<file path="config.mk">
export PLATFORM = sky130hd
export DESIGN_NAME = fdgbo_queue
export DESIGN_NICKNAME = d
export VERILOG_FILES = /design/src/sv/fdgbo_pkg.sv /design/src/sv/fdgbo_queue.sv
export SDC_FILE = /design/constraint.sdc
export NUM_CORES = 1
export LEC_CHECK = 0
export ABC_CLOCK_PERIOD_IN_PS = 4080
export BUFFER_PORTS_ARGS = -buffer_cell sky130_fd_sc_hd__buf_2
export CAP_MARGIN = 20
export CORE_MARGIN = 3
export CORE_UTILIZATION = 59
export CTS_BUF_LIST = sky130_fd_sc_hd__clkbuf_8
export DETAILED_ROUTE_END_ITERATION = 8
export HOLD_SLACK_MARGIN = 0.06
export PLACE_DENSITY = 0.82
export SLEW_MARGIN = 40
export SYNTH_ARGS = -nofsm -noshare
export SYNTH_HDL_FRONTEND = slang
export SYNTH_SLANG_ARGS = --single-unit
</file>
<file path="constraint.sdc">
create_clock -name clk -period 4.08 [get_ports clk]
set_clock_uncertainty 0.1 [all_clocks]
set_input_delay 0.816 -clock clk [delete_from_list [all_inputs] [get_ports clk]]
set_output_delay 0.816 -clock clk [all_outputs]
set_load 0.02 [all_outputs]
</file>
<file path="src/sv/fdgbo_pkg.sv">
// ----------------------------------------------------------------------------
// Frame downscale, gray sample and box overlay: shared definitions
// Frame geometry, field widths, divider constants and the job format that the
// front end hands to the back end.
// ----------------------------------------------------------------------------
package fdgbo_pkg;

  localparam int FRAME_W = 160;
  localparam int FRAME_H = 120;
  localparam int MODEL_W = 50;
  localparam int MODEL_H = 50;

  localparam int PIX_DEPTH = FRAME_W * FRAME_H;
  localparam int ADDR_W    = $clog2(PIX_DEPTH);
  localparam int COL_W     = $clog2(FRAME_W);
  localparam int ROW_W     = $clog2(FRAME_H);
  localparam int CNT_W     = (COL_W > ROW_W) ? COL_W : ROW_W;

  localparam int CMD_W  = 2;
  localparam int PIDX_W = 15;
  localparam int PIX_W  = 16;
  localparam int BOXC_W = 6;
  localparam int SIDX_W = 12;
  localparam int GRAY_W = 16;

  localparam logic [PIX_W-1:0] BOX_COLOR_RST = 16'hF800;

  function automatic int max2(int a, int b);
    return (a > b) ? a : b;
  endfunction

  // Widths of every dividend that is divided by a model dimension.
  localparam int MY_MAX   = ((1 << SIDX_W) - 1) / MODEL_W;
  localparam int BSUM_MAX = 2 * ((1 << BOXC_W) - 1);
  localparam int DIV_A_W  = SIDX_W;
  localparam int DIV_B_W  = $clog2(MODEL_W * FRAME_W);
  localparam int DIV_C_W  = $clog2((MY_MAX + 1) * FRAME_H);
  localparam int DIV_D_W  = $clog2(BSUM_MAX * FRAME_W + 1);
  localparam int DIV_E_W  = $clog2(BSUM_MAX * FRAME_H + 1);
  localparam int DV_W     = max2(max2(max2(DIV_A_W, DIV_B_W), max2(DIV_C_W, DIV_D_W)),
                                 DIV_E_W);

  // Truncated reciprocals; the quotient estimate is low by at most one.
  localparam int RCP_MW = (1 << DV_W) / MODEL_W;
  localparam int RCP_MH = (1 << DV_W) / MODEL_H;

  localparam int QUEUE_D = 4;
  localparam int QPTR_W  = $clog2(QUEUE_D);
  localparam int QCNT_W  = $clog2(QUEUE_D + 1);

  typedef logic [DV_W-1:0]   dv_t;
  typedef logic [2*DV_W-1:0] dvp_t;

  typedef enum logic [CMD_W-1:0] {
    CMD_WRITE = 2'd0,
    CMD_BOX   = 2'd1,
    CMD_READ  = 2'd2
  } op_t;

  typedef struct packed {
    op_t               op;
    logic [ADDR_W-1:0] addr;
    logic [PIX_W-1:0]  data;
    logic [ADDR_W-1:0] row1_addr;
    logic [ADDR_W-1:0] col1_addr;
    logic [COL_W-1:0]  len_w;
    logic [ROW_W-1:0]  len_h;
  } job_t;

  typedef struct packed {
    logic              we;
    logic [ADDR_W-1:0] waddr;
    logic [PIX_W-1:0]  wdata;
    logic              re;
    logic [ADDR_W-1:0] raddr;
  } mem_req_t;

endpackage

</file>
<file path="src/sv/fdgbo_queue.sv">
// ----------------------------------------------------------------------------
// Job queue
// Short register FIFO that decouples the front end from the back end.
// ----------------------------------------------------------------------------
module fdgbo_queue import fdgbo_pkg::*; (
  input  logic clk,
  input  logic rst_n,
  input  logic push,
  input  job_t push_job,
  output logic full,
  output logic head_valid,
  output job_t head_job,
  input  logic pop
);

  job_t              ent_r [QUEUE_D];
  logic [QPTR_W-1:0] wr_ptr_r, rd_ptr_r;
  logic [QCNT_W-1:0] cnt_r;

  function automatic logic [QPTR_W-1:0] ptr_inc(logic [QPTR_W-1:0] p);
    return (p == QPTR_W'(QUEUE_D - 1)) ? '0 : p + 1'b1;
  endfunction

  assign full       = (cnt_r == QCNT_W'(QUEUE_D));
  assign head_valid = (cnt_r != '0);
  assign head_job   = ent_r[rd_ptr_r];

  always_ff @(posedge clk) begin
    if (!rst_n) begin
      wr_ptr_r <= '0;
      rd_ptr_r <= '0;
      cnt_r    <= '0;
    end else begin
      if (push) begin
        wr_ptr_r <= ptr_inc(wr_ptr_r);
      end
      if (pop) begin
        rd_ptr_r <= ptr_inc(rd_ptr_r);
      end
      if (push && !pop) begin
        cnt_r <= cnt_r + 1'b1;
      end else if (pop && !push) begin
        cnt_r <= cnt_r - 1'b1;
      end
    end
  end

  always_ff @(posedge clk) begin
    if (push) begin
      ent_r[wr_ptr_r] <= push_job;
    end
  end

`ifndef ASSERT_OFF
  a_no_push_full: assert property (@(posedge clk) disable iff (!rst_n)
    push |-> !full) else $error("job queue written while full");
  a_no_pop_empty: assert property (@(posedge clk) disable iff (!rst_n)
    pop |-> head_valid) else $error("job queue read while empty");
  a_cnt_bound: assert property (@(posedge clk) disable iff (!rst_n)
    cnt_r <= QCNT_W'(QUEUE_D)) else $error("job queue count out of range");
`endif

endmodule

</file>
==> reports/metrics.csv <==
stage,metric,value,unit
outcome,status,completed,
worst_setup_path,crit_type,reg -> out,
timing,rsz0062_at_grt,no,
worst_setup_path,cpPeakStageDelay,650,ps
timing,drv_slew,0,
pwr,pwr-share-clk,34.6,%
place,placed_cells,862,
logic_synthesis,yosys-top-cells-area,"edfxtp_1 80%, mux4_2 15%, dfxtp_1 1.5%",
floorplan,die_w,147.0,um
timing,tns,0,ps
timing,fmax,0.3040,GHz
logic_synthesis,yosys_warnings,0,
pwr,power.density,501.3,mW/mm^2
route,routed_wl,21010,um
floorplan,ios,162,
pwr,pwr-share-seq,55.6,%
worst_setup_path,slowest_stage,dfxtp_4,
floorplan,row_count,50,
layout,layout-drive-gt1-share,44.49,%
clock_network,htreeDepth,2,
clock_network,cts_hold_buf,0,
logic_synthesis,synth_top_area_share,79.85,%
pwr,p_int,5.335,mW
logic_synthesis,yosysTopAreaCell,edfxtp_1,
floorplan,dieHeight,147.0,um
pwr,p_leak,4.741,nW
worst_setup_path,worstPathRequired,3160,ps
min_path,hold_class,in -> reg,
timing,tightest_slew,623.8,ps
worst_setup_path,crit_path_end_kind,output port,
layout,final_cells,951,
clock_network,clock_sinks,321,
route,drc,0,
pwr,switching_share,22.67,%
timing,finalSetupViolations,0,
run,cap_violations,0,
clock_network,cts_setup_buffers,0,
grt,antenna_found_initial,0,
layout,areaGrowthSynthToFinish,17.30,%
logic_synthesis,syn_nets,541,
layout,num-nets-final,742,
clock_network,clk_path_buf_depth,3,
route,drtAntennaViolNets,0,
grt,overflow,0,
grt,grt_max_degree,59,
timing,post-route-period-util,80.61,%
clock_network,insertion_delay,540,ps
route,wl_per_cell,22.09,um
route,dr_total_vias,5403,
pwr,ir_drop,0.0003093,V
logic_synthesis,ys_ff_latch,321,
route,avgViaCountPerCell,5.681,
clock_network,path_clk_slew,60,ps
floorplan,core-area,0.01914,mm^2
worst_setup_path,cp_max_fo,24,
pwr,total_power,6.899,mW
timing,fin_crit,3289,ps
clock_network,cts-buffers-inserted,49,
logic_synthesis,netlist_area,0.01173,mm^2
floorplan,initial_core_util,61.29,%
layout,layout_common_cells,"312 x edfxtp_1, 161 x buf_2, 78 x mux4_2, 51 x clkbuf_8, 28 x inv_1",
floorplan,dieArea,0.02161,mm^2
place,place_hpwl,12990,um
logic_synthesis,yosysUniqueCellTypes,23,
grt,grt_pass1_vias,5997,
worst_setup_path,arrival,2370,ps
route,dr.pass1.iters,5,
place,gp_congestion,0.7179,
clock_network,cts_resized,0,
pwr,p_switching,1.564,mW
worst_setup_path,cp-start-kind,flip-flop,
logic_synthesis,syn_avg_cell_area,25.96,um^2
layout,layout_commonest_cell,edfxtp_1,
place,port_buffers,161,
logic_synthesis,yosysSeqAreaShare,81.39,%
layout,final_util,71.89,%
grt,grt_usage,20.15,%
pwr,comb_power_share,9.8,%
clock_network,cts_root_buffer,clkbuf_8,
clock_network,cts_tree,built,
timing,slew_headroom,58.41,%
logic_synthesis,netlist_instances,452,
route,drtIter0Drc,402,
grt,grt_pass1_wl,33490,um
timing,hold_viol,0,
worst_setup_path,cp_cell_sequence,buf_4 > mux4_2 > buf_2,
per-layer routing:
layer,GRT usage [%],routed length (um)
met5,0,0
met1,26.89,8498
met2,32.73,10640
met4,6.198,423
met3,6.231,1445
stage by stage:
step	hold slack, ps	area [um^2]	setup WS [ps]
finish	388.7	13760	791.0
global route	337.5	13760	580.3
CTS	342.3	13760	689.1
detailed placement	413.1	12860	1283
global placement	379.4	12860	1304
floorplan	367.4	11730	900.8
sequential cells by signal (all words and copies together), names as in the netlist, named ones only:
name,cells
cnt_r,3
ent_r,312
rd_ptr_r,2
wr_ptr_r,2
final timing paths:
kind	cells after the start	slack (ps)	from	endpoint
max	3	790	flip-flop	head_job[15]
min	1	390	push_job[36]	ent_r[2][36]
max reg2reg	4	2160	wr_ptr_r[0]	ent_r[2][25]
min reg2reg	2	420	cnt_r[2]	cnt_r[2]
logic make-up after synthesis:
family / Yosys count / synth area share, %
flops: 321 / 81.39
compound gates: 3 / 0.1706
buf+inv: 22 / 1.386
xor+xnor: 2 / 0.1493
fa+ha+maj: 7 / 0.8105
simple gates: 15 / 0.7784
mux: 82 / 15.31
cell type report:
type / instances / area, um^2
clock inverter: 37 / 196.4
clock buffer: 51 / 701.9
antenna: 1 / 2.502
sequential: 321 / 9557
inverter: 4 / 15.01
tap: 260 / 325.3
fill: 1148 / 5381
timing repair buffer: 168 / 933.4
multi-input combinational: 109 / 2031
cells in the mapped netlist, drive strengths merged:
library cell  instances
xnor2                 1
o21ai                 1
fa                    1
nor3b                 1
ha                    6
inv                   4
edfxtp              312
mux2i                 4
o21a                  1
or3                   2
xor2                  1
mux4                 78
a21boi                1
nor2                  1
dfxtp                 9
and2                  5
nor3                  1
buf                  13
nor2b                 5
clkbuf                5
critical path, delay by kind of cell, from the launching register on:
kind                   cells  cell delay, ps
multiplexers               1             570
buffers and inverters      2             590
flip-flops                 1             650
power by group through the flow:
stage                     Combinational, mW  Clock [mW]  Sequential (mW)
final                                 0.677        2.39             3.83
after global routing                  0.728        2.60             3.85
after CTS                             0.692        2.45             3.84
after detailed placement              0.689           0             3.90
after global placement                0.669           0             3.89
after floorplan                       0.454           0             3.88
Power figures use the tool's default switching activity.
