<file path="src/sv/fdgbo_pkg.sv">
// ----------------------------------------------------------------------------
// Frame downscale, gray sample and box overlay: shared definitions
// Frame geometry, field widths, divider constants and the job format that the
// front end hands to the back end.
// ----------------------------------------------------------------------------
package fdgbo_pkg;

  localparam int FRAME_W = 160;
  localparam int FRAME_H = 120;
  localparam int MODEL_W = 50;
  localparam int MODEL_H = 50;

  localparam int PIX_DEPTH = FRAME_W * FRAME_H;
  localparam int ADDR_W    = $clog2(PIX_DEPTH);
  localparam int COL_W     = $clog2(FRAME_W);
  localparam int ROW_W     = $clog2(FRAME_H);
  localparam int CNT_W     = (COL_W > ROW_W) ? COL_W : ROW_W;

  localparam int CMD_W  = 2;
  localparam int PIDX_W = 15;
  localparam int PIX_W  = 16;
  localparam int BOXC_W = 6;
  localparam int SIDX_W = 12;
  localparam int GRAY_W = 16;

  localparam logic [PIX_W-1:0] BOX_COLOR_RST = 16'hF800;

  function automatic int max2(int a, int b);
    return (a > b) ? a : b;
  endfunction

  // Widths of every dividend that is divided by a model dimension.
  localparam int MY_MAX   = ((1 << SIDX_W) - 1) / MODEL_W;
  localparam int BSUM_MAX = 2 * ((1 << BOXC_W) - 1);
  localparam int DIV_A_W  = SIDX_W;
  localparam int DIV_B_W  = $clog2(MODEL_W * FRAME_W);
  localparam int DIV_C_W  = $clog2((MY_MAX + 1) * FRAME_H);
  localparam int DIV_D_W  = $clog2(BSUM_MAX * FRAME_W + 1);
  localparam int DIV_E_W  = $clog2(BSUM_MAX * FRAME_H + 1);
  localparam int DV_W     = max2(max2(max2(DIV_A_W, DIV_B_W), max2(DIV_C_W, DIV_D_W)),
                                 DIV_E_W);

  // Truncated reciprocals; the quotient estimate is low by at most one.
  localparam int RCP_MW = (1 << DV_W) / MODEL_W;
  localparam int RCP_MH = (1 << DV_W) / MODEL_H;

  localparam int QUEUE_D = 4;
  localparam int QPTR_W  = $clog2(QUEUE_D);
  localparam int QCNT_W  = $clog2(QUEUE_D + 1);

  typedef logic [DV_W-1:0]   dv_t;
  typedef logic [2*DV_W-1:0] dvp_t;

  typedef enum logic [CMD_W-1:0] {
    CMD_WRITE = 2'd0,
    CMD_BOX   = 2'd1,
    CMD_READ  = 2'd2
  } op_t;

  typedef struct packed {
    op_t               op;
    logic [ADDR_W-1:0] addr;
    logic [PIX_W-1:0]  data;
    logic [ADDR_W-1:0] row1_addr;
    logic [ADDR_W-1:0] col1_addr;
    logic [COL_W-1:0]  len_w;
    logic [ROW_W-1:0]  len_h;
  } job_t;

  typedef struct packed {
    logic              we;
    logic [ADDR_W-1:0] waddr;
    logic [PIX_W-1:0]  wdata;
    logic              re;
    logic [ADDR_W-1:0] raddr;
  } mem_req_t;

endpackage

</file>
<file path="src/sv/fdgbo_out_if.sv">
// ----------------------------------------------------------------------------
// Gray result channel
// Valid/ready channel that carries one gray sample transaction out.
// ----------------------------------------------------------------------------
interface fdgbo_out_if import fdgbo_pkg::*; ();

  logic              valid;
  logic              ready;
  logic [GRAY_W-1:0] gray_value;

  modport source (
    output valid, gray_value,
    input  ready
  );

  modport sink (
    input  valid, gray_value,
    output ready
  );

endinterface

</file>
<file path="src/sv/fdgbo_back.sv">
// ----------------------------------------------------------------------------
// Command back end
// Executes jobs on the frame store: pixel writes, box outline painting and
// gray sample reads, with a registered result stage.
// ----------------------------------------------------------------------------
module fdgbo_back import fdgbo_pkg::*; (
  input  logic             clk,
  input  logic             rst_n,
  input  logic             q_valid,
  input  job_t             q_job,
  output logic             q_pop,
  output mem_req_t         mem_req,
  input  logic [PIX_W-1:0] mem_rdata,
  fdgbo_out_if.source      out_ch,
  input  logic             cfg_wr_en,
  input  logic [PIX_W-1:0] cfg_wr_data
);

  localparam int GRAY_WT_R = 77;
  localparam int GRAY_WT_G = 150;
  localparam int GRAY_WT_B = 29;

  typedef enum logic [4:0] {
    BS_IDLE = 5'b00001,
    BS_ROW0 = 5'b00010,
    BS_ROW1 = 5'b00100,
    BS_COL0 = 5'b01000,
    BS_COL1 = 5'b10000
  } bst_t;

  function automatic logic [GRAY_W-1:0] rgb565_gray(logic [PIX_W-1:0] p);
    logic [7:0] r8;
    logic [7:0] g8;
    logic [7:0] b8;
    r8 = {p[15:11], 3'b000};
    g8 = {p[10:5], 2'b00};
    b8 = {p[4:0], 3'b000};
    return GRAY_W'(32'(GRAY_WT_R) * 32'(r8) + 32'(GRAY_WT_G) * 32'(g8)
                   + 32'(GRAY_WT_B) * 32'(b8));
  endfunction

  bst_t              state_r, state_nxt;
  logic [CNT_W-1:0]  cnt_r, cnt_nxt;
  logic [ADDR_W-1:0] addr_r, addr_nxt;
  job_t              box_r;
  logic              box_load;
  logic [PIX_W-1:0]  color_r;
  logic              rd_pend_r;
  logic              out_valid_r;
  logic [GRAY_W-1:0] out_gray_r;
  logic              out_free;
  logic              take;

  assign out_ch.valid      = out_valid_r;
  assign out_ch.gray_value = out_gray_r;
  assign out_free          = !out_valid_r || out_ch.ready;
  assign take = q_valid && (q_job.op != CMD_READ || (!rd_pend_r && out_free));

  always_comb begin
    state_nxt     = state_r;
    cnt_nxt       = cnt_r;
    addr_nxt      = addr_r;
    box_load      = 1'b0;
    q_pop         = 1'b0;
    mem_req.we    = 1'b0;
    mem_req.waddr = addr_r;
    mem_req.wdata = color_r;
    mem_req.re    = 1'b0;
    mem_req.raddr = q_job.addr;
    unique case (state_r)
      BS_IDLE: begin
        if (take) begin
          q_pop = 1'b1;
          unique case (q_job.op)
            CMD_WRITE: begin
              mem_req.we    = 1'b1;
              mem_req.waddr = q_job.addr;
              mem_req.wdata = q_job.data;
            end
            CMD_READ: begin
              mem_req.re = 1'b1;
            end
            CMD_BOX: begin
              state_nxt = BS_ROW0;
              addr_nxt  = q_job.addr;
              cnt_nxt   = '0;
              box_load  = 1'b1;
            end
            default: begin
            end
          endcase
        end
      end
      BS_ROW0, BS_ROW1: begin
        mem_req.we = 1'b1;
        if (cnt_r == CNT_W'(box_r.len_w)) begin
          cnt_nxt = '0;
          if (state_r == BS_ROW0) begin
            state_nxt = BS_ROW1;
            addr_nxt  = box_r.row1_addr;
          end else begin
            state_nxt = BS_COL0;
            addr_nxt  = box_r.addr;
          end
        end else begin
          cnt_nxt  = cnt_r + 1'b1;
          addr_nxt = addr_r + 1'b1;
        end
      end
      BS_COL0, BS_COL1: begin
        mem_req.we = 1'b1;
        if (cnt_r == CNT_W'(box_r.len_h)) begin
          cnt_nxt = '0;
          if (state_r == BS_COL0) begin
            state_nxt = BS_COL1;
            addr_nxt  = box_r.col1_addr;
          end else begin
            state_nxt = BS_IDLE;
          end
        end else begin
          cnt_nxt  = cnt_r + 1'b1;
          addr_nxt = addr_r + ADDR_W'(FRAME_W);
        end
      end
      default: begin
        state_nxt = BS_IDLE;
      end
    endcase
  end

  always_ff @(posedge clk) begin
    if (!rst_n) begin
      state_r     <= BS_IDLE;
      cnt_r       <= '0;
      rd_pend_r   <= 1'b0;
      out_valid_r <= 1'b0;
      color_r     <= BOX_COLOR_RST;
    end else begin
      state_r   <= state_nxt;
      cnt_r     <= cnt_nxt;
      rd_pend_r <= mem_req.re;
      if (rd_pend_r) begin
        out_valid_r <= 1'b1;
      end else if (out_ch.ready) begin
        out_valid_r <= 1'b0;
      end
      if (cfg_wr_en) begin
        color_r <= cfg_wr_data;
      end
    end
  end

  always_ff @(posedge clk) begin
    addr_r <= addr_nxt;
    if (box_load) begin
      box_r <= q_job;
    end
    if (rd_pend_r) begin
      out_gray_r <= rgb565_gray(mem_rdata);
    end
  end

`ifndef ASSERT_OFF
  a_slot_free: assert property (@(posedge clk) disable iff (!rst_n)
    rd_pend_r |-> !out_valid_r) else $error("read data lands on a held result");
  a_box_no_read: assert property (@(posedge clk) disable iff (!rst_n)
    (state_r != BS_IDLE) |-> (!mem_req.re && !q_pop))
    else $error("job taken while painting a box");
  a_one_access: assert property (@(posedge clk) disable iff (!rst_n)
    mem_req.re |-> !mem_req.we) else $error("read and write issued together");
`endif

endmodule

</file>
<file path="src/flat_wrapper.sv">
// flat-port wrapper written by rule: the top's interface ports become plain ports
module fdgbo_back_flat import fdgbo_pkg::*;
  (clk, rst_n, q_valid, q_job, q_pop, mem_req, mem_rdata, cfg_wr_en, cfg_wr_data, out_ch_valid, out_ch_gray_value, out_ch_ready);
  fdgbo_out_if out_ch_i ();
  input  logic clk;
  input  logic rst_n;
  input  logic q_valid;
  input  job_t q_job;
  output logic q_pop;
  output mem_req_t mem_req;
  input  logic [PIX_W-1:0] mem_rdata;
  input  logic cfg_wr_en;
  input  logic [PIX_W-1:0] cfg_wr_data;
  output wire logic [$bits(out_ch_i.valid)-1:0] out_ch_valid;
  output wire logic [$bits(out_ch_i.gray_value)-1:0] out_ch_gray_value;
  input wire logic [$bits(out_ch_i.ready)-1:0] out_ch_ready;
  assign out_ch_valid = out_ch_i.valid;
  assign out_ch_gray_value = out_ch_i.gray_value;
  assign out_ch_i.ready = out_ch_ready;
  fdgbo_back u_core (.clk(clk), .rst_n(rst_n), .q_valid(q_valid), .q_job(q_job), .q_pop(q_pop), .mem_req(mem_req), .mem_rdata(mem_rdata), .out_ch(out_ch_i), .cfg_wr_en(cfg_wr_en), .cfg_wr_data(cfg_wr_data));
endmodule
</file>
<file path="config.mk">
export PLATFORM = sky130hd
export DESIGN_NAME = fdgbo_back_flat
export DESIGN_NICKNAME = d
export VERILOG_FILES = /design/src/sv/fdgbo_pkg.sv /design/src/sv/fdgbo_out_if.sv /design/src/sv/fdgbo_back.sv /design/src/flat_wrapper.sv
export SDC_FILE = /design/constraint.sdc
export NUM_CORES = 1
export LEC_CHECK = 0
export ABC_AREA = 1
export BUFFER_PORTS_ARGS = -buffer_cell sky130_fd_sc_hd__buf_2
export CORE_AREA = 4 4 135 137
export DETAILED_ROUTE_END_ITERATION = 16
export DIE_AREA = 0 0 139 141
export PLACE_DENSITY = 0.87
export SLEW_MARGIN = 30
export SYNTH_ARGS = -nofsm -noshare
export SYNTH_HDL_FRONTEND = slang
export SYNTH_SLANG_ARGS = --single-unit
</file>
<file path="constraint.sdc">
create_clock -name clk -period 3.84 [get_ports clk]
set_input_delay 0.192 -clock clk [delete_from_list [all_inputs] [get_ports clk]]
set_output_delay 0.192 -clock clk [all_outputs]
set_load 0.005 [all_outputs]
</file>
==> run_results.csv <==
group,metric,value,unit
outcome,status,"finished, final reports clean",
clocking,cts.htree.levels,4,
placed_design,place_area,9890,µm²
layout,fin_cells,1506,
sta,max_freq,267,MHz
floorplan,row_count,48,
sta,grt_setup_unrepaired,"yes",
synth,synth_ff_type,"edfxtp_1",
setup_path,start_kind,"primary input",
layout,area_delta_synth_final,32.2,%
synth,ys_seq_area_share,38.3,%
placed_design,finalWeightedCongestion,0.931,
layout,final_net_count,1488,
setup_path,cp.arrival,3.91,ns
setup_path,end_kind,"flop",
placed_design,io_buffers,177,
routing,drt_iter0_markers,509,
layout,fin_area,11300,µm²
floorplan,ios,181,
setup_path,worstReg2RegStart,"u_core.state_r[2]$_SDFFE_PN0P_",
synth,synth_area,8520,µm²
setup_path,worstPathRequired,4.01,ns
sta,relSlewSlack,51.4,%
floorplan,fp.coreArea,17100,µm²
clocking,path_clk_slew,0.05,ns
clocking,clockBufferDepth,2,
placed_design,place_inst,1407,
layout,drive_above_1_share,25.7,%
setup_path,cp_max_fo,4,
floorplan,start_util,49.9,%
setup_path,reg2reg_slack,1.05,ns
setup_path,r2r-end,"u_core.addr_r[6]$_DFFE_PP_",
setup_path,startpoint,"mem_rdata[13]",
layout,antenna_cells,0,
global_routing,grt_pass1_wl,37.3,mm
pwr,power,8290,µW
synth,ys_ff_latch,119,
global_routing,grt_max_degree,64,
sta,skew,0.0140,ns
pwr,ir_drop,0.462,mV
setup_path,worstSetupPathType,"primary input to flop",
setup_path,slowest_delay,0.56,ns
pwr,cellPowerDensity,736,nW/µm²
global_routing,antenna_found_initial,0,
sta,maxSlewViolCount,0,
routing,vias,7893,
sta,setup_violations,0,
clocking,cts_root_buffer,"clkbuf_16",
clocking,clk_latency,0.42,ns
routing,drc_errors,0,
placed_design,hpwl,16.5,mm
clocking,cts_setup_buffers,0,
synth,synth_most_common_cell,"nand2_1",
setup_path,worstSetupEndpoint,"u_core.out_ch.gray_value[15]$_DFFE_PP_",
setup_path,critPathTopFamily,"adder cells",
routing,first_pass_iters,8,
layout,final_core_util,66.0,%
sta,hold_viol,0,
floorplan,dieArea,19600,µm²
sta,finalCritPeriodShare,97.4,%
synth,synth-edff-count,88,
synth,netlist.area_leader.share,31.0,%
synth,synth.largest_area_cell,"edfxtp_1",
layout,n_fill_cell,1295,
sta,period_needed,3.74,ns
synth,ys_types,44,
setup_path,crit_buf_inv,2,
setup_path,cp.depth,19,
routing,viasPerCell,5.24,
sta,tightest_slew,0.728,ns
global_routing,grt-ovfl-total,0,
clocking,cts_buffers,17,
global_routing,grt_usage,23.4,%
clocking,cts_tree,"built",
worst_hold_path,holdPathStages,3,
synth,synth_cells,991,
synth,yosysWarnings,0,
pwr,leakage,0.00541,µW
floorplan,die_y,141,µm
routing,totalWireLength,23.8,mm
routing,avgRoutedWirePerCell,15.8,µm
setup_path,slowest_stage,"fa_1",
setup_path,r2r_cells,7,
floorplan,fp.dieW,139,µm
routing,antenna_left,0,
worst_hold_path,hold_path.class,"primary input to flop",
clocking,numClockSinks,119,
synth,synthTopCellsByArea,"edfxtp_1, ha_1, nand2_1",
synth,syn_avg_cell_area,8.60,µm²
job,drv_cap,0,
synth,async_reset_ff_share,0,%
global_routing,grt_pass1_vias,8089,
setup_path,crit_chain,"buf_2 > ha_1 > ha_1 > ha_1 > fa_1 > nand3_1 > nand3_2 > a21oi_2 > o21ai_1 > xor2_1 > fa_1 > inv_2 > ha_4 > nand2_1 > nor2_2 > nand3_1 > and3_1 > nand2_1 > nand2_1",
synth,ys_top_cells_by_count,"nand2_1, inv_1, edfxtp_1",
cells by family after synthesis:
| group | after synthesis | share of synthesized area [%] |
|---|---|---|
| AND/OR/NAND/NOR | 372 | 19.1 |
| buffers and inverters | 198 | 9.99 |
| AO/OA/AOI/OAI | 143 | 9.65 |
| flip-flops | 119 | 38.3 |
| adder cells (fa/ha/maj) | 105 | 17.4 |
| XOR/XNOR | 51 | 5.24 |
| multiplexers | 2 | 0.235 |
| other | 1 | 0.0440 |
flip-flops by register name, indices dropped and copies added, names as in the netlist:
signal                    count
u_core.addr_r                15
u_core.box_r                 60
u_core.state_r                5
u_core.color_r               16
u_core.cnt_r                  8
u_core.out_ch.valid           1
u_core.rd_pend_r              1
u_core.out_ch.gray_value     13
final cells by class:
type	instances	area [µm²]	share of cell area [%]
timing repair buffer	299	1980	17.6
inverter	155	582	5.17
clock inverter	12	105	0.933
sequential	119	3260	29.0
tap	225	282	2.50
multi-input combinational	676	4610	41.0
clock buffer	20	437	3.88
metrics by stage:
step | setup slack [ns] | hold slack [ns] | TNS (ns)
after global routing | -0.0909 | 0.00270 | -0.224
after floorplan | -0.0716 | 0.291 | -0.0716
final | 0.100 | 0.0132 | 0
after detailed placement | -0.455 | 0.370 | -2.41
after global placement | -0.299 | 0.369 | -1.63
after CTS | 0.0205 | 0.00201 | 0
how the worst min path moves through the flow:
stage | slack, ns | start | endpoint
after floorplan | 0.29 | q_job[0] | u_core.box_r[0]$_DFFE_PP_
after global placement | 0.37 | q_job[27] | u_core.box_r[27]$_DFFE_PP_
after detailed placement | 0.37 | q_job[5] | u_core.box_r[5]$_DFFE_PP_
after CTS | 0.002 | cfg_wr_data[2] | u_core.color_r[2]$_SDFFE_PN0P_
after global routing | 0.003 | q_job[68] | u_core.box_r[68]$_DFFE_PP_
final | 0.01 | cfg_wr_data[2] | u_core.color_r[2]$_SDFFE_PN0P_
repair_timing:
| action | 4_1_cts | 5_1_grt |
|---|---|---|
| hold buffers | 67 | 0 |
| gates cloned | 0 | 0 |
| setup endpoints to repair | 2 | 6 |
| resized for setup | 2 | 30 |
| pin swaps | 1 | 19 |
| hold endpoints to repair | 67 | 0 |
cell usage in the layout, fill, tap and decap left out, types with 3 or more instances in the layout:
| master | synthesis | layout |
|---|---|---|
| a21oi_1 | 32 | 22 |
| a21oi_2 | 8 | 18 |
| a31oi_1 | 10 | 10 |
| buf_2 | 17 | 177 |
| buf_4 | 21 | 54 |
| clkbuf_1 | 4 | 3 |
| clkbuf_16 | 0 | 17 |
| clkinv_1 | 2 | 3 |
| clkinv_2 | 0 | 3 |
| clkinvlp_4 | 0 | 4 |
| conb_1 | 1 | 3 |
| dfxtp_1 | 31 | 31 |
| dlygate4sd3_1 | 0 | 67 |
| edfxtp_1 | 88 | 88 |
| fa_1 | 23 | 21 |
| ha_1 | 82 | 71 |
| ha_4 | 0 | 9 |
| inv_1 | 146 | 145 |
| inv_2 | 7 | 8 |
| nand2_1 | 190 | 189 |
| nand2_2 | 4 | 5 |
| nand3_1 | 60 | 59 |
| nand3_2 | 4 | 5 |
| nand3b_1 | 3 | 3 |
| nand4_1 | 8 | 8 |
| nor2_1 | 83 | 78 |
| nor2_2 | 3 | 7 |
| nor2_4 | 3 | 4 |
| nor3_1 | 7 | 7 |
| o211ai_1 | 14 | 14 |
| o21ai_0 | 37 | 30 |
| o21ai_1 | 33 | 38 |
| xnor2_1 | 17 | 16 |
| xor2_1 | 34 | 34 |
tightest hold or removal path, delay by kind of cell:
family	cells	cell delay (ns)
simple gates	2	0.12
buf+inv	1	0.07
power by group:
part / internal [µW] / switching, µW / total (µW) / leakage [µW]
Combinational: 1890 / 2600 / 4480 / 0.00408
Sequential: 2130 / 222 / 2350 / 0.00108
Clock: 885 / 573 / 1460 / 0.000254
Total: 4900 / 3390 / 8290 / 0.00541
per-layer routing:
| metal | vias up | global-route usage [%] | part of all wire (%) |
|---|---|---|---|
| met5 | - | 0 | 0 |
| met4 | 0 | 10.5 | 3.6 |
| met3 | 80 | 4.24 | 6.1 |
| met2 | 344 | 43.0 | 53 |
| met1 | 3666 | 26.4 | 38 |
| li1 | 3803 | - | - |
(Power assumes the default switching activity.)
