$ cat src/sv/fdgbo_pkg.sv
// ----------------------------------------------------------------------------
// Frame downscale, gray sample and box overlay: shared definitions
// Frame geometry, field widths, divider constants and the job format that the
// front end hands to the back end.
// ----------------------------------------------------------------------------
package fdgbo_pkg;

  localparam int FRAME_W = 160;
  localparam int FRAME_H = 120;
  localparam int MODEL_W = 50;
  localparam int MODEL_H = 50;

  localparam int PIX_DEPTH = FRAME_W * FRAME_H;
  localparam int ADDR_W    = $clog2(PIX_DEPTH);
  localparam int COL_W     = $clog2(FRAME_W);
  localparam int ROW_W     = $clog2(FRAME_H);
  localparam int CNT_W     = (COL_W > ROW_W) ? COL_W : ROW_W;

  localparam int CMD_W  = 2;
  localparam int PIDX_W = 15;
  localparam int PIX_W  = 16;
  localparam int BOXC_W = 6;
  localparam int SIDX_W = 12;
  localparam int GRAY_W = 16;

  localparam logic [PIX_W-1:0] BOX_COLOR_RST = 16'hF800;

  function automatic int max2(int a, int b);
    return (a > b) ? a : b;
  endfunction

  // Widths of every dividend that is divided by a model dimension.
  localparam int MY_MAX   = ((1 << SIDX_W) - 1) / MODEL_W;
  localparam int BSUM_MAX = 2 * ((1 << BOXC_W) - 1);
  localparam int DIV_A_W  = SIDX_W;
  localparam int DIV_B_W  = $clog2(MODEL_W * FRAME_W);
  localparam int DIV_C_W  = $clog2((MY_MAX + 1) * FRAME_H);
  localparam int DIV_D_W  = $clog2(BSUM_MAX * FRAME_W + 1);
  localparam int DIV_E_W  = $clog2(BSUM_MAX * FRAME_H + 1);
  localparam int DV_W     = max2(max2(max2(DIV_A_W, DIV_B_W), max2(DIV_C_W, DIV_D_W)),
                                 DIV_E_W);

  // Truncated reciprocals; the quotient estimate is low by at most one.
  localparam int RCP_MW = (1 << DV_W) / MODEL_W;
  localparam int RCP_MH = (1 << DV_W) / MODEL_H;

  localparam int QUEUE_D = 4;
  localparam int QPTR_W  = $clog2(QUEUE_D);
  localparam int QCNT_W  = $clog2(QUEUE_D + 1);

  typedef logic [DV_W-1:0]   dv_t;
  typedef logic [2*DV_W-1:0] dvp_t;

  typedef enum logic [CMD_W-1:0] {
    CMD_WRITE = 2'd0,
    CMD_BOX   = 2'd1,
    CMD_READ  = 2'd2
  } op_t;

  typedef struct packed {
    op_t               op;
    logic [ADDR_W-1:0] addr;
    logic [PIX_W-1:0]  data;
    logic [ADDR_W-1:0] row1_addr;
    logic [ADDR_W-1:0] col1_addr;
    logic [COL_W-1:0]  len_w;
    logic [ROW_W-1:0]  len_h;
  } job_t;

  typedef struct packed {
    logic              we;
    logic [ADDR_W-1:0] waddr;
    logic [PIX_W-1:0]  wdata;
    logic              re;
    logic [ADDR_W-1:0] raddr;
  } mem_req_t;

endpackage

$ cat src/sv/fdgbo_in_if.sv
// ----------------------------------------------------------------------------
// Command channel
// Valid/ready channel that carries one command transaction into the block.
// ----------------------------------------------------------------------------
interface fdgbo_in_if import fdgbo_pkg::*; ();

  logic              valid;
  logic              ready;
  logic [CMD_W-1:0]  command;
  logic [PIDX_W-1:0] pixel_index;
  logic [PIX_W-1:0]  pixel_value;
  logic [BOXC_W-1:0] box_x;
  logic [BOXC_W-1:0] box_y;
  logic [BOXC_W-1:0] box_w;
  logic [BOXC_W-1:0] box_h;
  logic [SIDX_W-1:0] sample_index;

  modport source (
    output valid, command, pixel_index, pixel_value, box_x, box_y, box_w, box_h,
           sample_index,
    input  ready
  );

  modport sink (
    input  valid, command, pixel_index, pixel_value, box_x, box_y, box_w, box_h,
           sample_index,
    output ready
  );

endinterface

$ cat src/sv/fdgbo_front.sv
// ----------------------------------------------------------------------------
// Command front end
// Accepts command transactions, drops the ones without effect, and maps box
// corners and sample positions to frame addresses in an eight-stage pipeline.
// ----------------------------------------------------------------------------
module fdgbo_front import fdgbo_pkg::*; (
  input  logic       clk,
  input  logic       rst_n,
  fdgbo_in_if.sink   in_ch,
  output logic       q_push,
  output job_t       q_job,
  input  logic       q_full
);

  localparam int NSTG  = 8;
  localparam int NLANE = 4;
  localparam dv_t LANE_DIV [NLANE] = '{dv_t'(MODEL_W), dv_t'(MODEL_W),
                                       dv_t'(MODEL_H), dv_t'(MODEL_H)};
  localparam dv_t LANE_RCP [NLANE] = '{dv_t'(RCP_MW), dv_t'(RCP_MW),
                                       dv_t'(RCP_MH), dv_t'(RCP_MH)};

  function automatic dvp_t rcp_mul(dv_t x, dv_t rcp);
    return dvp_t'(x) * dvp_t'(rcp);
  endfunction

  function automatic dv_t lane_q(dv_t est, dv_t rem, dv_t dvs);
    return (rem >= dvs) ? est + 1'b1 : est;
  endfunction

  function automatic logic [COL_W-1:0] sat_col(dv_t q);
    return (q >= dv_t'(FRAME_W)) ? COL_W'(FRAME_W - 1) : q[COL_W-1:0];
  endfunction

  function automatic logic [ROW_W-1:0] sat_row(dv_t q);
    return (q >= dv_t'(FRAME_H)) ? ROW_W'(FRAME_H - 1) : q[ROW_W-1:0];
  endfunction

  logic [NSTG-1:0]   vld_r;
  logic              adv;
  logic              keep;

  op_t               op_r   [1:NSTG-1];
  logic [ADDR_W-1:0] wa_r   [1:NSTG-1];
  logic [PIX_W-1:0]  wd_r   [1:NSTG-1];

  dv_t               sidx1_r;
  dvp_t              pa1_r;
  dv_t               bx1_r  [NLANE];
  dv_t               qa2_r;
  dv_t               ra2_r;
  dvp_t              bp2_r  [NLANE];
  dv_t               bx2_r  [NLANE];
  dv_t               mx3_r;
  dv_t               my3_r;
  dv_t               est3_r [NLANE];
  dv_t               rm3_r  [NLANE];
  dv_t               xb4_r;
  dv_t               yc4_r;
  logic [COL_W-1:0]  fx0_4_r, fx1_4_r;
  logic [ROW_W-1:0]  fy0_4_r, fy1_4_r;
  dvp_t              pb5_r, pc5_r;
  dv_t               xb5_r, yc5_r;
  logic [ADDR_W-1:0] r0w5_r, r1w5_r;
  logic [COL_W-1:0]  fx0_5_r, fx1_5_r;
  logic [COL_W-1:0]  lw5_r, lw6_r, lw7_r;
  logic [ROW_W-1:0]  lh5_r, lh6_r, lh7_r;
  dv_t               eb6_r, rb6_r, ec6_r, rc6_r;
  logic [ADDR_W-1:0] a00_6_r, a10_6_r, a01_6_r;
  logic [ADDR_W-1:0] a00_7_r, a10_7_r, a01_7_r;
  logic [COL_W-1:0]  sx7_r;
  logic [ROW_W-1:0]  sy7_r;
  job_t              job8_r;

  assign adv         = !(vld_r[NSTG-1] && q_full);
  assign in_ch.ready = adv;
  assign q_push      = vld_r[NSTG-1] && !q_full;
  assign q_job       = job8_r;

  always_comb begin
    keep = 1'b0;
    if (in_ch.valid) begin
      unique case (in_ch.command)
        CMD_WRITE: keep = (32'(in_ch.pixel_index) < 32'(PIX_DEPTH));
        CMD_BOX:   keep = 1'b1;
        CMD_READ:  keep = 1'b1;
        default:   keep = 1'b0;
      endcase
    end
  end

  always_ff @(posedge clk) begin
    if (!rst_n) begin
      vld_r <= '0;
    end else if (adv) begin
      vld_r <= {vld_r[NSTG-2:0], keep};
    end
  end

  always_ff @(posedge clk) begin
    if (adv) begin
      op_r[1]  <= op_t'(in_ch.command);
      wa_r[1]  <= ADDR_W'(in_ch.pixel_index);
      wd_r[1]  <= in_ch.pixel_value;
      for (int s = 2; s < NSTG; s++) begin
        op_r[s] <= op_r[s-1];
        wa_r[s] <= wa_r[s-1];
        wd_r[s] <= wd_r[s-1];
      end

      sidx1_r  <= dv_t'(in_ch.sample_index);
      pa1_r    <= rcp_mul(dv_t'(in_ch.sample_index), dv_t'(RCP_MW));
      bx1_r[0] <= dv_t'(in_ch.box_x) * dv_t'(FRAME_W);
      bx1_r[1] <= (dv_t'(in_ch.box_x) + dv_t'(in_ch.box_w)) * dv_t'(FRAME_W);
      bx1_r[2] <= dv_t'(in_ch.box_y) * dv_t'(FRAME_H);
      bx1_r[3] <= (dv_t'(in_ch.box_y) + dv_t'(in_ch.box_h)) * dv_t'(FRAME_H);

      qa2_r <= pa1_r[2*DV_W-1:DV_W];
      ra2_r <= sidx1_r - pa1_r[2*DV_W-1:DV_W] * dv_t'(MODEL_W);
      for (int i = 0; i < NLANE; i++) begin
        bp2_r[i] <= rcp_mul(bx1_r[i], LANE_RCP[i]);
        bx2_r[i] <= bx1_r[i];
      end

      if (ra2_r >= dv_t'(MODEL_W)) begin
        my3_r <= qa2_r + 1'b1;
        mx3_r <= ra2_r - dv_t'(MODEL_W);
      end else begin
        my3_r <= qa2_r;
        mx3_r <= ra2_r;
      end
      for (int i = 0; i < NLANE; i++) begin
        est3_r[i] <= bp2_r[i][2*DV_W-1:DV_W];
        rm3_r[i]  <= bx2_r[i] - bp2_r[i][2*DV_W-1:DV_W] * LANE_DIV[i];
      end

      xb4_r   <= mx3_r * dv_t'(FRAME_W);
      yc4_r   <= my3_r * dv_t'(FRAME_H);
      fx0_4_r <= sat_col(lane_q(est3_r[0], rm3_r[0], LANE_DIV[0]));
      fx1_4_r <= sat_col(lane_q(est3_r[1], rm3_r[1], LANE_DIV[1]));
      fy0_4_r <= sat_row(lane_q(est3_r[2], rm3_r[2], LANE_DIV[2]));
      fy1_4_r <= sat_row(lane_q(est3_r[3], rm3_r[3], LANE_DIV[3]));

      pb5_r   <= rcp_mul(xb4_r, dv_t'(RCP_MW));
      pc5_r   <= rcp_mul(yc4_r, dv_t'(RCP_MH));
      xb5_r   <= xb4_r;
      yc5_r   <= yc4_r;
      r0w5_r  <= ADDR_W'(fy0_4_r) * ADDR_W'(FRAME_W);
      r1w5_r  <= ADDR_W'(fy1_4_r) * ADDR_W'(FRAME_W);
      fx0_5_r <= fx0_4_r;
      fx1_5_r <= fx1_4_r;
      lw5_r   <= fx1_4_r - fx0_4_r;
      lh5_r   <= fy1_4_r - fy0_4_r;

      eb6_r   <= pb5_r[2*DV_W-1:DV_W];
      rb6_r   <= xb5_r - pb5_r[2*DV_W-1:DV_W] * dv_t'(MODEL_W);
      ec6_r   <= pc5_r[2*DV_W-1:DV_W];
      rc6_r   <= yc5_r - pc5_r[2*DV_W-1:DV_W] * dv_t'(MODEL_H);
      a00_6_r <= r0w5_r + ADDR_W'(fx0_5_r);
      a10_6_r <= r1w5_r + ADDR_W'(fx0_5_r);
      a01_6_r <= r0w5_r + ADDR_W'(fx1_5_r);
      lw6_r   <= lw5_r;
      lh6_r   <= lh5_r;

      sx7_r   <= sat_col(lane_q(eb6_r, rb6_r, dv_t'(MODEL_W)));
      sy7_r   <= sat_row(lane_q(ec6_r, rc6_r, dv_t'(MODEL_H)));
      a00_7_r <= a00_6_r;
      a10_7_r <= a10_6_r;
      a01_7_r <= a01_6_r;
      lw7_r   <= lw6_r;
      lh7_r   <= lh6_r;

      job8_r.op        <= op_r[NSTG-1];
      job8_r.data      <= wd_r[NSTG-1];
      job8_r.row1_addr <= a10_7_r;
      job8_r.col1_addr <= a01_7_r;
      job8_r.len_w     <= lw7_r;
      job8_r.len_h     <= lh7_r;
      if (op_r[NSTG-1] == CMD_READ) begin
        job8_r.addr <= ADDR_W'(sy7_r) * ADDR_W'(FRAME_W) + ADDR_W'(sx7_r);
      end else if (op_r[NSTG-1] == CMD_BOX) begin
        job8_r.addr <= a00_7_r;
      end else begin
        job8_r.addr <= wa_r[NSTG-1];
      end
    end
  end

endmodule

$ cat src/flat_wrapper.sv
// flat-port wrapper written by rule: the top's interface ports become plain ports
module fdgbo_front_flat import fdgbo_pkg::*;
  (clk, rst_n, q_push, q_job, q_full, in_ch_valid, in_ch_command, in_ch_pixel_index, in_ch_pixel_value, in_ch_box_x, in_ch_box_y, in_ch_box_w, in_ch_box_h, in_ch_sample_index, in_ch_ready);
  fdgbo_in_if in_ch_i ();
  input  logic clk;
  input  logic rst_n;
  output logic q_push;
  output job_t q_job;
  input  logic q_full;
  input wire logic [$bits(in_ch_i.valid)-1:0] in_ch_valid;
  input wire logic [$bits(in_ch_i.command)-1:0] in_ch_command;
  input wire logic [$bits(in_ch_i.pixel_index)-1:0] in_ch_pixel_index;
  input wire logic [$bits(in_ch_i.pixel_value)-1:0] in_ch_pixel_value;
  input wire logic [$bits(in_ch_i.box_x)-1:0] in_ch_box_x;
  input wire logic [$bits(in_ch_i.box_y)-1:0] in_ch_box_y;
  input wire logic [$bits(in_ch_i.box_w)-1:0] in_ch_box_w;
  input wire logic [$bits(in_ch_i.box_h)-1:0] in_ch_box_h;
  input wire logic [$bits(in_ch_i.sample_index)-1:0] in_ch_sample_index;
  output wire logic [$bits(in_ch_i.ready)-1:0] in_ch_ready;
  assign in_ch_i.valid = in_ch_valid;
  assign in_ch_i.command = in_ch_command;
  assign in_ch_i.pixel_index = in_ch_pixel_index;
  assign in_ch_i.pixel_value = in_ch_pixel_value;
  assign in_ch_i.box_x = in_ch_box_x;
  assign in_ch_i.box_y = in_ch_box_y;
  assign in_ch_i.box_w = in_ch_box_w;
  assign in_ch_i.box_h = in_ch_box_h;
  assign in_ch_i.sample_index = in_ch_sample_index;
  assign in_ch_ready = in_ch_i.ready;
  fdgbo_front u_core (.clk(clk), .rst_n(rst_n), .in_ch(in_ch_i), .q_push(q_push), .q_job(q_job), .q_full(q_full));
endmodule
$ cat config.mk
export PLATFORM = sky130hd
export DESIGN_NAME = fdgbo_front_flat
export DESIGN_NICKNAME = d
export VERILOG_FILES = /design/src/sv/fdgbo_pkg.sv /design/src/sv/fdgbo_in_if.sv /design/src/sv/fdgbo_front.sv /design/src/flat_wrapper.sv
export SDC_FILE = /design/constraint.sdc
export NUM_CORES = 2
export LEC_CHECK = 0
export BUFFER_PORTS_ARGS = -buffer_cell sky130_fd_sc_hd__buf_2
export CAP_MARGIN = 20
export CELL_PAD_IN_SITES_DETAIL_PLACEMENT = 0
export CELL_PAD_IN_SITES_GLOBAL_PLACEMENT = 2
export CORE_MARGIN = 10
export CORE_UTILIZATION = 46
export CTS_CLUSTER_DIAMETER = 50
export CTS_CLUSTER_SIZE = 8
export DETAILED_ROUTE_END_ITERATION = 8
export GPL_TIMING_DRIVEN = 0
export PLACE_DENSITY_LB_ADDON = 0.1
export SYNTH_ARGS = -nofsm -noshare
export SYNTH_HDL_FRONTEND = slang
export SYNTH_SLANG_ARGS = --single-unit
$ cat constraint.sdc
create_clock -name clk -period 34.5 [get_ports clk]
set_clock_uncertainty 0.05 [all_clocks]
set_input_delay 5.175 -clock clk [delete_from_list [all_inputs] [get_ports clk]]
set_output_delay 5.175 -clock clk [all_outputs]
set_load 0.02 [all_outputs]
==> results.sh <==
export IMPL_grt_pass1_wl_um=163000
export IMPL_top_usage_layer="met2"
export IMPL_core_area_mm2=0.123
export IMPL_period_needed_ns=11.69
export IMPL_wire_per_inst_um=15.1
export IMPL_clockBufferDepth=3
export IMPL_grt_pass1_vias=32595
export IMPL_max_freq_mhz=85.6
export IMPL_vias_per_cell=4.89
export IMPL_cp_num_buf_inv=4
export IMPL_initial_core_util=0.462
export IMPL_slowest_delay_ns=0.49
export IMPL_place_congestion=0.756
export IMPL_multi_input_area_mm2=0.0272
export IMPL_min_delay_start="u_core.wd_r[1][11]$_DFFE_PN_"
export IMPL_rsz0062_at_grt="no"
export IMPL_grt_use_met3=0.0301
export IMPL_synth_edf_count=898
export IMPL_drive_gt1_frac=0.0798
export IMPL_die_y_um=372
export IMPL_cts_root_buffer="clkbuf_16"
export IMPL_final_common_cell="ha_1"
export IMPL_ys_seq_area_frac=0.476
export IMPL_fill_cells=10608
export IMPL_maxSlewHeadroom=0.441
export IMPL_port_buffer_count=152
export IMPL_fin_setup_tns_ns=0
export IMPL_crit_path_start_kind="input port"
export IMPL_num_rows=129
export IMPL_first_pass_iters=5
export IMPL_ios=153
export IMPL_arrival_ns=6.46
export IMPL_gr_usage_all_layers=0.145
export IMPL_finalHoldViolCount=0
export IMPL_setup_viol=0
export IMPL_post_cts_setup_buffers=0
export IMPL_place_inst=6162
export IMPL_cts_sinks=906
export IMPL_postRouteAntennaNets=0
export IMPL_antenna_found_initial=2
export IMPL_crit_fanout=86
export IMPL_clk_latency_ns=0.79
export IMPL_drc=0
export IMPL_postSynthAreaPerCell_um2=13.1
export IMPL_cts_resized=0
export IMPL_met1_usage=0.190
export IMPL_cts_tree="built"
export IMPL_cp_required_ns=29.27
export IMPL_seqCellArea_mm2=0.0271
export IMPL_crit_type="input port to output pin"
export IMPL_cp_end_kind="output pin"
export IMPL_synth_cell_types=74
export IMPL_cap_violations=0
export IMPL_setup_worst_path_start="q_full"
export IMPL_clkTransAtPathRegs_ns=0.04
export IMPL_fin_area_mm2=0.0649
export IMPL_met2_usage=0.242
export IMPL_totalWireLength_um=96800
export IMPL_overflow=0
export IMPL_place_area_mm2=0.0600
export IMPL_die_area_mm2=0.138
export IMPL_syn_instance_count=4366
export IMPL_timing_rr_start="u_core.bx1_r[0][7]$_DFFE_PN_"
export IMPL_crit_chain="buf_2, and2_1, clkbuf_1, inv_8, buf_2"
export IMPL_period_share=0.339
export IMPL_nNetsFinal=5998
export IMPL_yosys_register_bits=906
export IMPL_area_growth_pct=13.9
export IMPL_ctsHoldBuffers=0
export IMPL_htreeDepth=4
export IMPL_synth_warnings=0
export IMPL_outcome="complete, no violations"
export IMPL_syn_nets=5685
export IMPL_crit_family="buffers and inverters"
export IMPL_hpwlAfterDp_um=74500
export IMPL_hp_class="flip-flop to flip-flop"
export IMPL_stdcell_count=6402
export IMPL_cts_inserted_buffers=152
export IMPL_drt_iter0_drc=1263
export IMPL_cpMaxStageDelayCell="inv_8"
export IMPL_mostFrequentLayoutCells="ha_1, edfxtp_1, inv_1, fa_1, xnor2_1"
export IMPL_synth_ff_type="edfxtp_1"
export IMPL_grt_max_degree=134
export IMPL_worstMarginPinSlew_ns=0.833
export IMPL_async_reset_ff_frac=0
export IMPL_syn_cell_area_mm2=0.0570
export IMPL_via_count=31288
export IMPL_die_x_um=372
export IMPL_cp_common_cell="buf_2"
export IMPL_slew_violations=0
==> per-stage QoR <==
step	setup slack, ns	hold slack, ns	util
after floorplan	6.39	0.350	-
after global placement	-2.78	0.350	0.485
after detailed placement	22.77	0.355	0.486
after CTS	22.76	0.341	0.526
after global routing	22.67	0.346	0.526
final	22.81	0.339	0.526
==> flip-flops by register name (all words and copies together), names as in the netlist, 12 cells and up <==
| name | count |
|---|---|
| u_core.a01_6_r | 15 |
| u_core.a01_7_r | 15 |
| u_core.a10_6_r | 15 |
| u_core.a10_7_r | 15 |
| u_core.bp2_r | 44 |
| u_core.bx1_r | 41 |
| u_core.bx2_r | 37 |
| u_core.est3_r | 40 |
| u_core.op_r | 14 |
| u_core.q_job | 78 |
| u_core.ra2_r | 15 |
| u_core.rb6_r | 13 |
| u_core.rc6_r | 13 |
| u_core.rm3_r | 52 |
| u_core.sidx1_r | 12 |
| u_core.wa_r | 105 |
| u_core.wd_r | 112 |
| u_core.yc4_r | 12 |
| u_core.yc5_r | 12 |
==> worst paths after layout <==
| check | endpoint | slack (ns) | cells after the start |
|---|---|---|---|
| setup / recovery | in_ch_ready | 22.81 | 5 |
| hold / removal | u_core.wd_r[2][11]$_DFFE_PN_ | 0.34 | 0 |
| setup reg to reg | u_core.bp2_r[0][24]$_DFFE_PN_ | 28.94 | 18 |
| hold reg to reg | u_core.wd_r[2][11]$_DFFE_PN_ | 0.34 | 0 |
==> Yosys cell counts, drive strengths merged, types with 21 or more instances <==
cell | number | share of area
o21ai | 96 | 0.0084
nand2 | 139 | 0.0092
nor2b | 53 | 0.0058
nor2 | 160 | 0.011
xnor2 | 231 | 0.035
edfxtp | 898 | 0.47
nand2b | 25 | 0.0027
a21o | 79 | 0.010
o21a | 35 | 0.0046
a211oi | 21 | 0.0029
nand3 | 35 | 0.0031
nand4 | 28 | 0.0032
fa | 261 | 0.092
mux2i | 21 | 0.0037
o21bai | 38 | 0.0050
ha | 985 | 0.22
nor3 | 54 | 0.0048
a21oi | 181 | 0.016
xor2 | 104 | 0.016
inv | 699 | 0.046
==> layer usage <==
metal | part of all wire | wire (um)
met1 | 0.47 | 45100
met2 | 0.48 | 46200
met3 | 0.036 | 3520
met4 | 0.021 | 2000
met5 | 0 | 0
==> area by class of cell <==
| type | instances | share of cell area |
|---|---|---|
| clock buffers | 179 | 0.0601 |
| inverters | 699 | 0.0405 |
| well taps | 1637 | 0.0315 |
| clock inverters | 60 | 0.0156 |
| repair buffers | 159 | 0.0147 |
| flip-flops and latches | 906 | 0.418 |
| diodes | 1 | 0.0000385 |
| plain buffers | 14 | 0.000809 |
| multi-input cells | 2747 | 0.419 |
==> cells by family (layout without fill, tap and decap cells) <==
group / count (synthesis) / after routing / synth area share
adder cells (fa/ha/maj): 1246 / 1246 / 0.308
other: 0 / 1 / 0
AO/OA/AOI/OAI: 565 / 565 / 0.0640
buffers and inverters: 713 / 1111 / 0.0469
multiplexers: 24 / 24 / 0.00428
XOR/XNOR: 335 / 335 / 0.0515
flip-flops: 906 / 906 / 0.476
AND/OR/NAND/NOR: 577 / 577 / 0.0498
Power is left out: the tool's default activity adds up to more than one toggle a clock period on the data nets, which glitch-free logic cannot reach.
